`src/rtl/vvpu_pkg.sv`:
```
// Package for the velocity Verlet particle update block.
// Holds widths, reset values, command codes, sequencer state type and divider request/response types.
`default_nettype none
package vvpu_pkg;

    localparam int unsigned MaxParticlesDefault = 1024;
    localparam int unsigned IndexWidth          = 10;
    localparam logic [15:0] TimeStepReset       = 16'd655;
    localparam logic [62:0] KineticMax          = {63{1'b1}};

    localparam logic CmdPosition = 1'b0;
    localparam logic CmdVelocity = 1'b1;

    // Sequencer states.
    typedef enum logic [4:0] {
        ST_IDLE,
        ST_MEM_READ,
        ST_AXIS_START,
        ST_MUL_A,
        ST_MUL_B,
        ST_MUL_C,
        ST_DIV_START,
        ST_DIV_WAIT,
        ST_AXIS_SUM,
        ST_SQ_MUL,
        ST_KIN_LO,
        ST_KIN_HI,
        ST_KIN_ACC,
        ST_OUT
    } vvpu_state_t;

    // Control handed from the sequencer to the divider.
    typedef struct packed {
        logic        start;
        logic [63:0] dividend;
        logic [48:0] divisor;
    } vvpu_div_req_t;

    typedef struct packed {
        logic        busy;
        logic        done;
        logic [63:0] quotient;
    } vvpu_div_rsp_t;

endpackage
`default_nettype wire

```
`src/rtl/vvpu_divider.sv`:
```
// Radix-2 restoring divider, 64-bit dividend, 49-bit divisor.
// Depends on vvpu_pkg for the request and response structs.
`default_nettype none
module vvpu_divider
    import vvpu_pkg::*;
(
    input  wire logic          clk,
    input  wire logic          rst_n,
    input  vvpu_div_req_t      req,
    output vvpu_div_rsp_t      rsp
);

    logic [63:0] quo_reg, quo_next;
    logic [49:0] rem_reg, rem_next;
    logic [48:0] den_reg, den_next;
    logic [6:0]  cnt_reg, cnt_next;
    logic        busy_reg, busy_next;
    logic        done_reg, done_next;
    logic [49:0] trial;
    logic [50:0] diff;

    // One quotient bit per cycle while busy.
    always_comb
    begin
        quo_next  = quo_reg;
        rem_next  = rem_reg;
        den_next  = den_reg;
        cnt_next  = cnt_reg;
        busy_next = busy_reg;
        done_next = 1'b0;
        trial     = {rem_reg[48:0], quo_reg[63]};
        diff      = {1'b0, trial} - {2'b00, den_reg};
        if (req.start)
        begin
            quo_next  = req.dividend;
            rem_next  = '0;
            den_next  = req.divisor;
            cnt_next  = 7'd64;
            busy_next = 1'b1;
        end
        else if (busy_reg)
        begin
            if (!diff[50])
            begin
                rem_next = diff[49:0];
                quo_next = {quo_reg[62:0], 1'b1};
            end
            else
            begin
                rem_next = trial;
                quo_next = {quo_reg[62:0], 1'b0};
            end
            cnt_next = cnt_reg - 7'd1;
            if (cnt_reg == 7'd1)
            begin
                busy_next = 1'b0;
                done_next = 1'b1;
            end
        end
    end

    always_ff @(posedge clk or negedge rst_n)
    begin
        if (!rst_n)
        begin
            busy_reg <= 1'b0;
            done_reg <= 1'b0;
            cnt_reg  <= '0;
        end
        else
        begin
            busy_reg <= busy_next;
            done_reg <= done_next;
            cnt_reg  <= cnt_next;
        end
    end

    always_ff @(posedge clk)
    begin
        quo_reg <= quo_next;
        rem_reg <= rem_next;
        den_reg <= den_next;
    end

    assign rsp.busy     = busy_reg;
    assign rsp.done     = done_reg;
    assign rsp.quotient = quo_reg;

`ifndef SYNTHESIS
    a_done_after_busy: assert property (@(posedge clk) disable iff (!rst_n)
        rsp.done |-> !rsp.busy && $past(busy_reg))
        else $error("divider done without a preceding busy cycle");
    a_count_zero_idle: assert property (@(posedge clk) disable iff (!rst_n)
        !busy_reg && !req.start |=> !busy_reg)
        else $error("divider became busy without a start");
    a_no_start_busy: assert property (@(posedge clk) disable iff (!rst_n)
        busy_reg |-> cnt_reg != 7'd0)
        else $error("divider busy with zero count");
`endif

endmodule
`default_nettype wire

```
`config.mk`:
```
export PLATFORM = sky130hd
export DESIGN_NAME = vvpu_divider
export DESIGN_NICKNAME = d
export VERILOG_FILES = /design/src/rtl/vvpu_pkg.sv /design/src/rtl/vvpu_divider.sv
export SDC_FILE = /design/constraint.sdc
export NUM_CORES = 1
export LEC_CHECK = 0
export BUFFER_PORTS_ARGS = -buffer_cell sky130_fd_sc_hd__buf_2
export CORE_ASPECT_RATIO = 2
export CORE_MARGIN = 2
export CORE_UTILIZATION = 58
export CTS_BUF_LIST = sky130_fd_sc_hd__clkbuf_8
export DETAILED_ROUTE_END_ITERATION = 6
export PLACE_DENSITY = 0.84
export SYNTH_ARGS = -nofsm -noshare
export SYNTH_HDL_FRONTEND = slang
export SYNTH_SLANG_ARGS = --single-unit
```
`constraint.sdc`:
```
create_clock -name clk -period 3.4 [get_ports clk]
set_input_delay 1.02 -clock clk [delete_from_list [all_inputs] [get_ports clk]]
set_output_delay 1.02 -clock clk [all_outputs]
set_load 0.05 [all_outputs]
```
# After elaboration in Yosys (flattened, before gate mapping)
# Index checks and enable logic that the tools add are counted.
[totals]
register_bits = 171
in_bits = 116
output_inout_bits = 66
word_cells = 22
[classes]
addsub = 2
eq_ne = 1
n_mux = 12
reduce_logical = 1
[op_table]
columns = ["cell", "n"]
rows = [
  ["$mux W64", 2],
  ["$sub A50 B49 Y51", 1],
  ["$mux W49", 1],
  ["$mux W7", 2],
  ["$eq A7 B1 Y1 const B", 1],
  ["$mux W1", 7],
  ["$sub A7 B1 Y7 const B", 1],
  ["$reduce_bool A2 Y1", 1],
]

# Depth between registers and ports, before layout
# Gate-level depths: netlist of the first run.
[logic_depth]
word_depth = 4
ltp_mapped = 17

# Worst setup path before layout of the first run
# Ideal clock, no wire load.
[synth_path]
path_type = "reg2reg"
from = "register quo_reg[63]"
to = "register rem_reg[2]"
setup_time_ns = 0.128
arrival_time_ns = 3.130
path_slack_ns = 0.143
stages_incl_launch_ff = 16
path_buffers = 1
synth_period_minus_slack_ns = 3.257
path_cell_list = "edfxtp_1 inv_1 ha_1 inv_1 fa_1 a21o_1 nand4_1 a21bo_2 o21ai_1 nand3_1 and3_1 buf_6 o21ai_4 mux2_2 mux2i_1 nor2_1"
[synth_between]
elab_chain_len = 2
[synth_rtl]
columns = ["element", "line_no", "rtl"]
rows = [
  ["start, declared", "vvpu_divider.sv:13", "logic [63:0] quo_reg, quo_next;"],
  ["start signal, assigned", "vvpu_divider.sv:80", "quo_reg <= quo_next;"],
  ["$sub A50 B49 Y51", "vvpu_divider.sv:32", "diff = {1'b0, trial} - {2'b00, den_reg};"],
  ["$mux W49", "vvpu_divider.sv:43", "if (!diff[50])"],
  ["end signal, assigned", "vvpu_divider.sv:81", "rem_reg <= rem_next;"],
  ["end, declared", "vvpu_divider.sv:14", "logic [49:0] rem_reg, rem_next;"],
]
# No other way between the ends.
# A chain may end at the register's enable or synchronous reset.

# Worst setup path in the final report of the first run
[layout_path]
from = "register quo_reg[63]"
to = "register rem_reg[40]"
# Same word-level chain as after synthesis.

==> results of run 1 <==
-- path summary, 6_finish.rpt --
| kind | depth (start not counted) | slack (ns) | end |
|---|---|---|---|
| max | 14 | 0.15 | rem_reg[40] |
| min | 1 | 0.41 | cnt_reg[0] |
| max reg2reg | 14 | 0.15 | rem_reg[40] |
| min reg2reg | 2 | 0.51 | rem_reg[6] |
| max in group asynchronous | 1 | 2.78 | busy_reg |
| min in group clk | 2 | 0.51 | rem_reg[6] |
-- through the flow --
stage	hold slack (ns)	instances	setup WS, ns	utilization [%]
2_1_floorplan	0.464	975	0.143	-
3_3_place_gp	0.492	1334	0.161	66.3
3_5_place_dp	0.497	1334	0.0989	66.3
4_1_cts	0.384	1366	0.0519	68.4
5_1_grt	0.398	1367	-0.000621	68.7
6_report	0.409	1367	0.147	68.7
-- kinds of logic after synthesis --
group / after synthesis / synth area share (%)
compound gates: 252 / 16.6
simple gates: 246 / 11.6
fa+ha+maj: 52 / 6.67
flops: 171 / 46.6
xor+xnor: 45 / 3.99
buf+inv: 128 / 5.46
mux: 81 / 9.05
-- repair_timing --
action | CTS | global route
setup endpoints to repair | 0 | 41
resized for setup | 0 | 9
endpoints found under the hold margin | 0 | 0
buffers inserted | 0 | 1
-- cell type report --
class | instances | share of cell area (%)
multi-input combinational | 676 | 41.7
sequential | 171 | 40.1
inverter | 69 | 2.26
clock buffer | 19 | 2.28
clock inverter | 13 | 0.808
tap | 207 | 2.26
timing repair buffer | 212 | 10.5
-- synth_stat cells, types with 13 or more instances --
cell type,instances
nand3_1,15
mux2i_1,15
edfxtp_1,113
mux2_2,66
nand4_1,13
ha_1,51
inv_1,69
buf_2,14
clkbuf_1,38
o21ai_0,31
dfxtp_1,49
xnor2_1,24
nor2_1,103
a211oi_1,46
a21oi_1,87
nand2_1,54
a21o_1,13
xor2_1,21
-- cell usage in the layout (no fill, tap or decap), drive strengths merged, types with 42 or more instances in the layout --
cell	netlist	final
buf	21	212
edfxtp	113	113
nor2	103	103
a21oi	88	88
inv	69	75
mux2	66	66
nand2	55	55
ha	51	51
dfxtp	49	49
a211oi	46	46
o21ai	42	42
-- report_power, final --
part | switching, W | leakage [nW] | internal, W
sequential | 0.000346 | 1.67 | 0.00271
combinational | 0.00291 | 3.12 | 0.00191
clock | 0.000774 | 0.187 | 0.000549
total | 0.00403 | 4.97 | 0.00517
-- worst max-delay path, stage by stage (launching register included) --
cell,delay [ns]
edfxtp_1,0.38
inv_1,0.05
ha_1,0.20
inv_1,0.07
fa_1,0.21
a21o_1,0.15
nand4_1,0.12
a21bo_2,0.23
o211a_1,0.28
o41ai_4,0.45
a311oi_2,0.27
o21ai_2,0.27
xor2_1,0.17
mux2i_1,0.09
a211oi_1,0.22
-- metal layers --
| metal | up-vias | global-route usage (%) | wire length, um |
|---|---|---|---|
| met4 | 0 | 13.7 | 1030 |
| met2 | 318 | 50.2 | 13200 |
| li1 | 3899 | - | - |
| met5 | - | 0 | 0 |
| met3 | 79 | 5.56 | 1310 |
| met1 | 3864 | 28.0 | 8740 |
==> metrics.yaml, run 1 <==
place:
  dp_hpwl_um: 18100
  place_area_um2: 11100
  io_buffer_count: 181
  place_congestion: 0.959
yosys:
  yosysTopAreaCell: "edfxtp_1"
  ys_ff_latch: 171
  synth_area_leaders: "edfxtp_1, dfxtp_1, mux2_2"
  yosys_warnings: 0
  netlist_instances: 975
  synth_cell_type_count: 70
  syn-cell-area_um2: 9870
  synth-edff-count: 113
  syn-num-nets: 1143
  async_flop_share_pct: 5.26
  ys_seq_area_share_pct: 46.6
  synth_area_per_cell_um2: 10.1
  synth_top_cell_area_share_pct: 34.4
  ys.flop_type: "edfxtp_1"
detailed_routing:
  routed_wl_um: 24300
  drtIter0Drc: 430
  drc: 0
  dr_total_vias: 8160
  drtAntennaViolNets: 0
  vias_per_cell: 5.97
  wl_per_cell_um: 17.8
  dr.pass1.iters: 5
die:
  dieHeight_um: 189
  dieArea_um2: 18100
  ios: 182
  coreArea_um2: 16700
  fp.dieW_um: 96.3
  initial_core_util_pct: 59.2
  num_rows: 67
job:
  cap_viol_max_count: 0
timing:
  finClkSkew_ns: 0.0137
  finalSetupTns_ns: 0
  slew_headroom_pct: 54.9
  finalCritPeriodShare_pct: 95.7
  hold_violations: 0
  fin_crit_ns: 3.25
  drv_slew: 0
  tightest_slew_ns: 0.675
  finalSetupViolations: 0
  fmax_mhz: 307
grt:
  antenna_found_initial: 0
  grt_overflow: 0
  grt_max_degree: 90
  grt.total_usage_pct: 27.3
  grt_pass1_wl_um: 38800
  grt_pass1_vias: 8418
worst_setup_path:
  cp-start-kind: "register"
  arrival_ns: 3.62
  critPathRequiredTime_ns: 3.76
  path_class: "register to register"
  cp-startpoint: "quo_reg[63]"
  r2r_start: "quo_reg[63]"
  crit_fanout: 4
  critPathCaptureType: "register"
cells_and_area:
  fillers: 1323
  largest_reg_flops: 64
  layout-drive-gt1-share_pct: 28.4
  multi_input_area_um2: 4780
  final_area_um2: 11500
  n_antenna_cell: 0
  nets: 1315
  seq_area_um2: 4600
  area_growth_syn_to_layout_pct: 16.1
cts:
  insertion_delay_ns: 0.45
  htreeDepth: 4
  cts_buffers: 17
  clk_pin_slew_ns: 0.09
  holdBufCountCts: 0
  clock_sinks: 171
  cts_buffer_depth: 2
  cts_tree: "done"
  cts_root_buf: "clkbuf_8"
pwr:
  ir_worst_vdd_mv: 0.504
  power.total_w: 0.00920
  power_density_nw_per_um2: 803
  leakagePower_nw: 4.97
outcome:
  status: "completed"
worst_hold_path:
  hp-class: "primary input to async pin"
Note: power is estimated with default switching activity, not from simulation.
==> run 2: changes to the inputs <==
--- a/config.mk
+++ b/config.mk
@@ -5,12 +5,12 @@
 export SDC_FILE = /design/constraint.sdc
 export NUM_CORES = 1
 export LEC_CHECK = 0
-export BUFFER_PORTS_ARGS = -buffer_cell sky130_fd_sc_hd__buf_2
 export CORE_ASPECT_RATIO = 2
 export CORE_MARGIN = 2
-export CORE_UTILIZATION = 58
+export CORE_UTILIZATION = 67
 export CTS_BUF_LIST = sky130_fd_sc_hd__clkbuf_8
 export DETAILED_ROUTE_END_ITERATION = 6
+export DONT_BUFFER_PORTS = 1
 export PLACE_DENSITY = 0.84
 export SYNTH_ARGS = -nofsm -noshare
 export SYNTH_HDL_FRONTEND = slang
==> run 2 against run 1 <==
Count of clock-buffer cells in the layout fell by 1. Sequential power rose by 15%. Sequential share of layout area increased by 3.6 points. Critical endpoint is now rem_reg[37]. Largest cell class unchanged.
==> metrics.yaml, run 2 (synthesized netlist as in run 1, its figures left out) <==
cts:
  htreeDepth: 4  # unchanged
  clock_sinks: 171  # unchanged
  holdBufCountCts: 0  # unchanged
  cts_buffers: 17  # unchanged
  cts_tree: "done"
  clk_pin_slew_ns: 0.10  # about the same
  cts_buffer_depth: 2  # unchanged
  insertion_delay_ns: 0.48  # +0.03 ns
  cts_root_buf: "clkbuf_8"
cells_and_area:
  final_area_um2: 10500  # -8.2%
  largest_reg_flops: 64  # unchanged
  finalCoreUtilization_pct: 73.3  # +4.6 points
  layout_commonest_cell: "edfxtp_1"
  nets: 1130  # -14%
  final_cell_mix: "edfxtp_1, nor2_1, a21oi_1, inv_1, mux2_2"
  fillers: 1075  # -19%
  multi_input_area_um2: 4770  # -0.24%
  area_growth_syn_to_layout_pct: 6.54
  layout-drive-gt1-share_pct: 15.0  # -13 points
  seq_area_um2: 4600  # about the same
pwr:
  p_switching_w: 0.00406  # +0.85%
  power_density_nw_per_um2: 875  # +9.0%
  leakagePower_nw: 4.24  # -15%
  clkPwrFrac_pct: 16.1  # +1.7 points
  pwr-share-comb_pct: 45.6  # -6.8 points
  internal_power_w: 0.00514  # -0.64%
  p_seq_share_pct: 38.3  # +5.1 points
  swShare_pct: 44.1  # +0.37 points
  ir_worst_vdd_mv: 0.538  # +6.7%
worst_setup_path:
  cp-start-kind: "register"
  arrival_ns: 3.61  # about the same
  crit_top_cell: "a21oi_1"
  path_class: "register to register"
  reg2regPathDepth: 13  # -1
  critPathRequiredTime_ns: 3.79  # +0.03 ns
  r2r-end: "rem_reg[37]"
  r2r_start: "den_reg[10]"
  crit_fanout: 7  # +3
  rrSetupSlack_ns: 0.18  # +0.03 ns
  crit_path_cell_trace: "inv_1 > ha_1 > a21oi_1 > o21ai_0 > a21oi_1 > nor2_1 > a2111oi_1 > buf_4 > o41ai_2 > a21oi_1 > xnor2_1 > mux2i_1 > a211oi_1"
  cpMaxStageDelayCell: "a2111oi_1"
  critPathCaptureType: "register"
  cp_slowest_stage_delay_ns: 0.40  # -0.05 ns
detailed_routing:
  drc: 0  # unchanged
  routed_wl_um: 23200  # -4.5%
  dr_total_vias: 7531  # -7.7%
  drtIter0Drc: 462  # +7.4%
  wl_per_cell_um: 19.9  # +12%
  vias_per_cell: 6.45  # +8.0%
  dr.pass1.iters: 5  # unchanged
  drtAntennaViolNets: 0  # unchanged
die:
  dieHeight_um: 176  # -6.8%
  initial_core_util_pct: 68.8  # +9.6 points
  coreArea_um2: 14400  # -14%
  num_rows: 62  # -7.5%
  fp.dieW_um: 89.8  # -6.7%
  dieArea_um2: 15800  # -13%
  ios: 182  # unchanged
grt:
  grt_max_degree: 170  # +89%
  grt_pass1_wl_um: 36700  # -5.5%
  grt_pass1_vias: 7646  # -9.2%
  antenna_found_initial: 1  # +1
  grt_overflow: 0  # unchanged
  grt.total_usage_pct: 29.3  # +2.1 points
timing:
  finalSetupViolations: 0  # unchanged
  fin_ws_ns: 0.181  # +0.0336 ns
  slew_headroom_pct: 51.4  # -3.5 points
  hold_ws_ns: 0.218  # -0.191 ns
  tightest_slew_ns: 0.729  # +0.0542 ns
  finClkSkew_ns: 0.0167  # +0.00303 ns
  drv_slew: 0  # unchanged
  finalCritPeriodShare_pct: 94.7  # -0.99 points
  finalSetupTns_ns: 0  # unchanged
  fmax_mhz: 311  # +1.0%
  hold_violations: 0  # unchanged
  rsz0062_at_grt: "false"
  fin_crit_ns: 3.22  # -0.0336 ns
worst_hold_path:
  hp-class: "primary input to async pin"
place:
  place_congestion: 0.978  # +2.0%
  dpl_worst_slack_ns: 0.157  # +0.0582 ns
  io_buffer_count: 0  # -100%
  dp_hpwl_um: 16800  # -7.1%
  place_area_um2: 10100  # -8.9%
job:
  cap_viol_max_count: 0  # unchanged
outcome:
  status: "completed"
[run 2: cell type report]
cell class,count,share of cell area [%]
multi-input combinational,676,45.4
sequential,171,43.8
inverter,69,2.46
clock buffer,18,2.36
timing repair buffer,27,2.28
tap,192,2.28
clock inverter,14,1.47
antenna,1,0.0238
[run 2: worst max-delay path: cells and delay by family, from the launching register on]
kind            cells  cell delay (ns)
compound gates      7             1.81
xor+xnor            1             0.15
fa+ha+maj           1             0.38
buf+inv             2             0.27
flops               1             0.35
mux                 1             0.09
simple gates        1             0.08
[run 2: power groups by stage]
stage | sequential (W) | clock, W | combinational [W]
5_1_grt | 0.00358 | 0.00157 | 0.00461
3_5_place_dp | 0.00356 | 0 | 0.00404
3_3_place_gp | 0.00355 | 0 | 0.00396
2_1_floorplan | 0.00342 | 0 | 0.00318
4_1_cts | 0.00352 | 0.00150 | 0.00408
6_report | 0.00353 | 0.00148 | 0.00420
[run 2: layer usage]
metal,track usage (%),vias up,part of all wire (%)
met2,53.5,381,52
met5,0,-,0
met1,29.8,3505,34
li1,-,3529,-
met4,18.9,0,6.6
met3,6.69,116,7.2
[run 2: through the flow]
step | total power, W | instances
finish | 0.00920 | 1168
CTS | 0.00910 | 1166
global route | 0.00976 | 1168
global placement | 0.00751 | 1134
floorplan | 0.00660 | 975
detailed placement | 0.00760 | 1134
[run 2: how the worst max path moves through the flow]
stage                            from          end  slack [ns]  cells past startpoint
after CTS                 quo_reg[63]  rem_reg[34]        0.12                     15
after global placement    quo_reg[63]  rem_reg[34]        0.20                     15
final                     den_reg[10]  rem_reg[37]        0.18                     13
after detailed placement  quo_reg[63]  rem_reg[34]        0.16                     15
after global routing      den_reg[25]  rem_reg[37]       0.007                     13
after floorplan           quo_reg[63]   rem_reg[2]        0.14                     15
[run 2: timing repair]
action                                  4_1_cts  5_1_grt
gates resized for setup                       0        8
endpoints found under the hold margin         0        0
endpoints found under the setup margin        0        7
setup buffers                                 0        1
==> run 3: changes to the inputs <==
--- a/config.mk
+++ b/config.mk
@@ -11,6 +11,7 @@
 export CTS_BUF_LIST = sky130_fd_sc_hd__clkbuf_8
 export DETAILED_ROUTE_END_ITERATION = 6
 export DONT_BUFFER_PORTS = 1
+export GPL_TIMING_DRIVEN = 0
 export PLACE_DENSITY = 0.84
 export SYNTH_ARGS = -nofsm -noshare
 export SYNTH_HDL_FRONTEND = slang
==> constraint.sdc (replaced) <==
create_clock -name clk -period 3.1 [get_ports clk]
set_input_delay 0.93 -clock clk [delete_from_list [all_inputs] [get_ports clk]]
set_output_delay 0.93 -clock clk [all_outputs]
set_load 0.05 [all_outputs]
==> run 3 against run 2 <==
Critical path type unchanged. Register-to-register slack worse by 0.53 ns. Non-clock buffer count is 71 higher. Count of clock-buffer cells in the layout is 1 lower. Power is 30% higher. The run now ends with setup timing left. Cell area is 12% higher. Worst setup slack worse by 0.53 ns. Utilization is 8.5 points higher. Clock power is 3% higher. First-iteration DRC count is 74% higher. Critical endpoint unchanged. Die area stayed put.
==> metrics.yaml, run 3 (synthesized netlist as in run 1, its figures left out) <==
die:
  num_rows: 62  # unchanged
  dieArea_um2: 15800  # unchanged
  coreArea_um2: 14400  # unchanged
  fp.dieW_um: 89.8  # unchanged
  ios: 182  # unchanged
  dieHeight_um: 176  # unchanged
  initial_core_util_pct: 68.8  # unchanged
place:
  io_buffer_count: 0  # unchanged
  dpl_worst_slack_ns: -0.607  # -0.764 ns
  place_congestion: 0.982  # +0.43%
  dp_hpwl_um: 18500  # +10%
grt:
  grt_max_degree: 53  # -69%
  grt_pass1_vias: 8563  # +12%
  grt.total_usage_pct: 34.9  # +5.5 points
  grt_overflow: 0  # unchanged
  grt_pass1_wl_um: 42800  # +17%
  antenna_found_initial: 0  # -1
worst_setup_path:
  cp-startpoint: "quo_reg[63]"
  crit_fanout: 5  # -2
  arrival_ns: 3.84  # +0.23 ns
  path_class: "register to register"
  cp-start-kind: "register"
  critPathRequiredTime_ns: 3.49  # -0.30 ns
  critPathCaptureType: "register"
  r2r_start: "quo_reg[63]"
detailed_routing:
  dr_total_vias: 8331  # +11%
  dr.pass1.iters: 5  # unchanged
  drtIter0Drc: 806  # +74%
  wl_per_cell_um: 23.4  # +18%
  routed_wl_um: 28900  # +25%
  drtAntennaViolNets: 0  # unchanged
  drc: 0  # unchanged
  vias_per_cell: 6.73  # +4.4%
pwr:
  swShare_pct: 46.0  # +1.8 points
  p_switching_w: 0.00549  # +35%
  leakagePower_nw: 4.65  # +9.7%
  power.total_w: 0.0120  # +30%
  ir_worst_vdd_mv: 0.627  # +17%
  pwr-share-comb_pct: 54.3  # +8.7 points
  clkPwrFrac_pct: 12.7  # -3.4 points
  power_density_nw_per_um2: 1020  # +16%
  internal_power_w: 0.00646  # +26%
  p_seq_share_pct: 33.0  # -5.3 points
cells_and_area:
  layout-drive-gt1-share_pct: 26.8  # +12 points
  nets: 1201  # +6.3%
  largest_reg_flops: 64  # unchanged
  area_growth_syn_to_layout_pct: 18.9
  layout_commonest_cell: "edfxtp_1"
  finalCoreUtilization_pct: 81.8  # +8.5 points
  final_cell_mix: "edfxtp_1, nor2_1, inv_1, mux2_2, a21oi_1"
  n_antenna_cell: 0  # -1
outcome:
  status: "complete, but fails checks"
  violations: "setup timing"
cts:
  holdBufCountCts: 0  # unchanged
  htreeDepth: 4  # unchanged
  cts_buffers: 17  # unchanged
  cts_buffer_depth: 2  # unchanged
  cts_tree: "done"
  insertion_delay_ns: 0.48  # about the same
  clk_pin_slew_ns: 0.10  # about the same
  cts_root_buf: "clkbuf_8"
  clock_sinks: 171  # unchanged
timing:
  fmax_mhz: 290  # -6.6%
  fin_ws_ns: -0.346  # -0.527 ns
  fin_crit_ns: 3.45  # +0.227 ns
  finalCritPeriodShare_pct: 111  # +16 points
  rsz0062_at_grt: "true"
  tightest_slew_ns: 0.757  # +0.0281 ns
  finalSetupViolations: 50  # +50
  drv_slew: 0  # unchanged
  slew_headroom_pct: 49.5  # -1.9 points
  hold_violations: 0  # unchanged
  finClkSkew_ns: 0.0205  # +0.00371 ns
worst_hold_path:
  hp-class: "primary input to async pin"
job:
  cap_viol_max_count: 0  # unchanged
[run 3: cell count changes in the layout (fill, tap and decap cells not counted), moves of 12 or more]
cell and change:
a21oi_1 -26, a211oi_1 -24, a21oi_2 +20, nor2_1 -21
a211oi_2 +24, buf_2 +12, clkbuf_1 +32, nor2_4 +19
[run 3: path summary, 6_finish.rpt]
path                          endpoint  slack, ns  cells after the start
min                         cnt_reg[1]       0.13                      0
min in group clk           rem_reg[11]       0.51                      2
max                        rem_reg[37]      -0.35                     12
max in group asynchronous   cnt_reg[5]       2.88                      0
min reg2reg                rem_reg[11]       0.51                      2
max reg2reg                rem_reg[37]      -0.35                     12
[run 3: stage by stage]
stage                     hold WS (ns)   TNS, ns  std cells  cell area [um^2]
after global placement           0.487    -53.75       1167             10100
after floorplan                  0.464  -0.00316        975              9900
after CTS                        0.119    -16.01       1236             11400
after global routing             0.106    -16.44       1238             11700
final                            0.131    -10.18       1238             11700
after detailed placement         0.499    -19.28       1168             10200
[run 3: cell type report]
type / count / area, um^2
Fill cell: 815 / 2610
Buffer: 55 / 364
Multi-Input combinational cell: 676 / 5420
Timing Repair Buffer: 43 / 493
Tap cell: 192 / 240
Clock buffer: 17 / 234
Sequential cell: 171 / 4600
Inverter: 69 / 259
Clock inverter: 15 / 128
[run 3: power by group through the flow]
stage	sequential, W	clock, W	combinational, W
after floorplan	0.00375	0	0.00351
after global placement	0.00389	0	0.00430
after detailed placement	0.00390	0	0.00441
after CTS	0.00388	0.00152	0.00563
after global routing	0.00400	0.00160	0.00688
final	0.00394	0.00152	0.00649
[run 3: repair_timing]
action                                 in CTS  in global routing
cloned                                      6                  1
resized for setup                         114                 75
setup endpoints to repair                  50                 50
endpoints found under the hold margin       0                  0
setup buffers                              30                 15
pin swaps                                  73                 49
[run 3: critical path, stage by stage, from the launching register on]
cell	delay (ns)
edfxtp_1	0.64
inv_2	0.17
ha_4	0.15
nor2b_1	0.06
o2111ai_1	0.34
a311o_1	0.32
nand2_2	0.15
a2111oi_2	0.54
o41ai_2	0.15
a21oi_1	0.34
xnor2_1	0.22
mux2i_4	0.12
a211oi_2	0.18
[run 3: per-layer routing]
metal	track usage [%]	part of all wire, %
met1	34.1	32
met2	63.6	52
met3	8.79	8.4
met4	24.0	8.0
met5	0	0
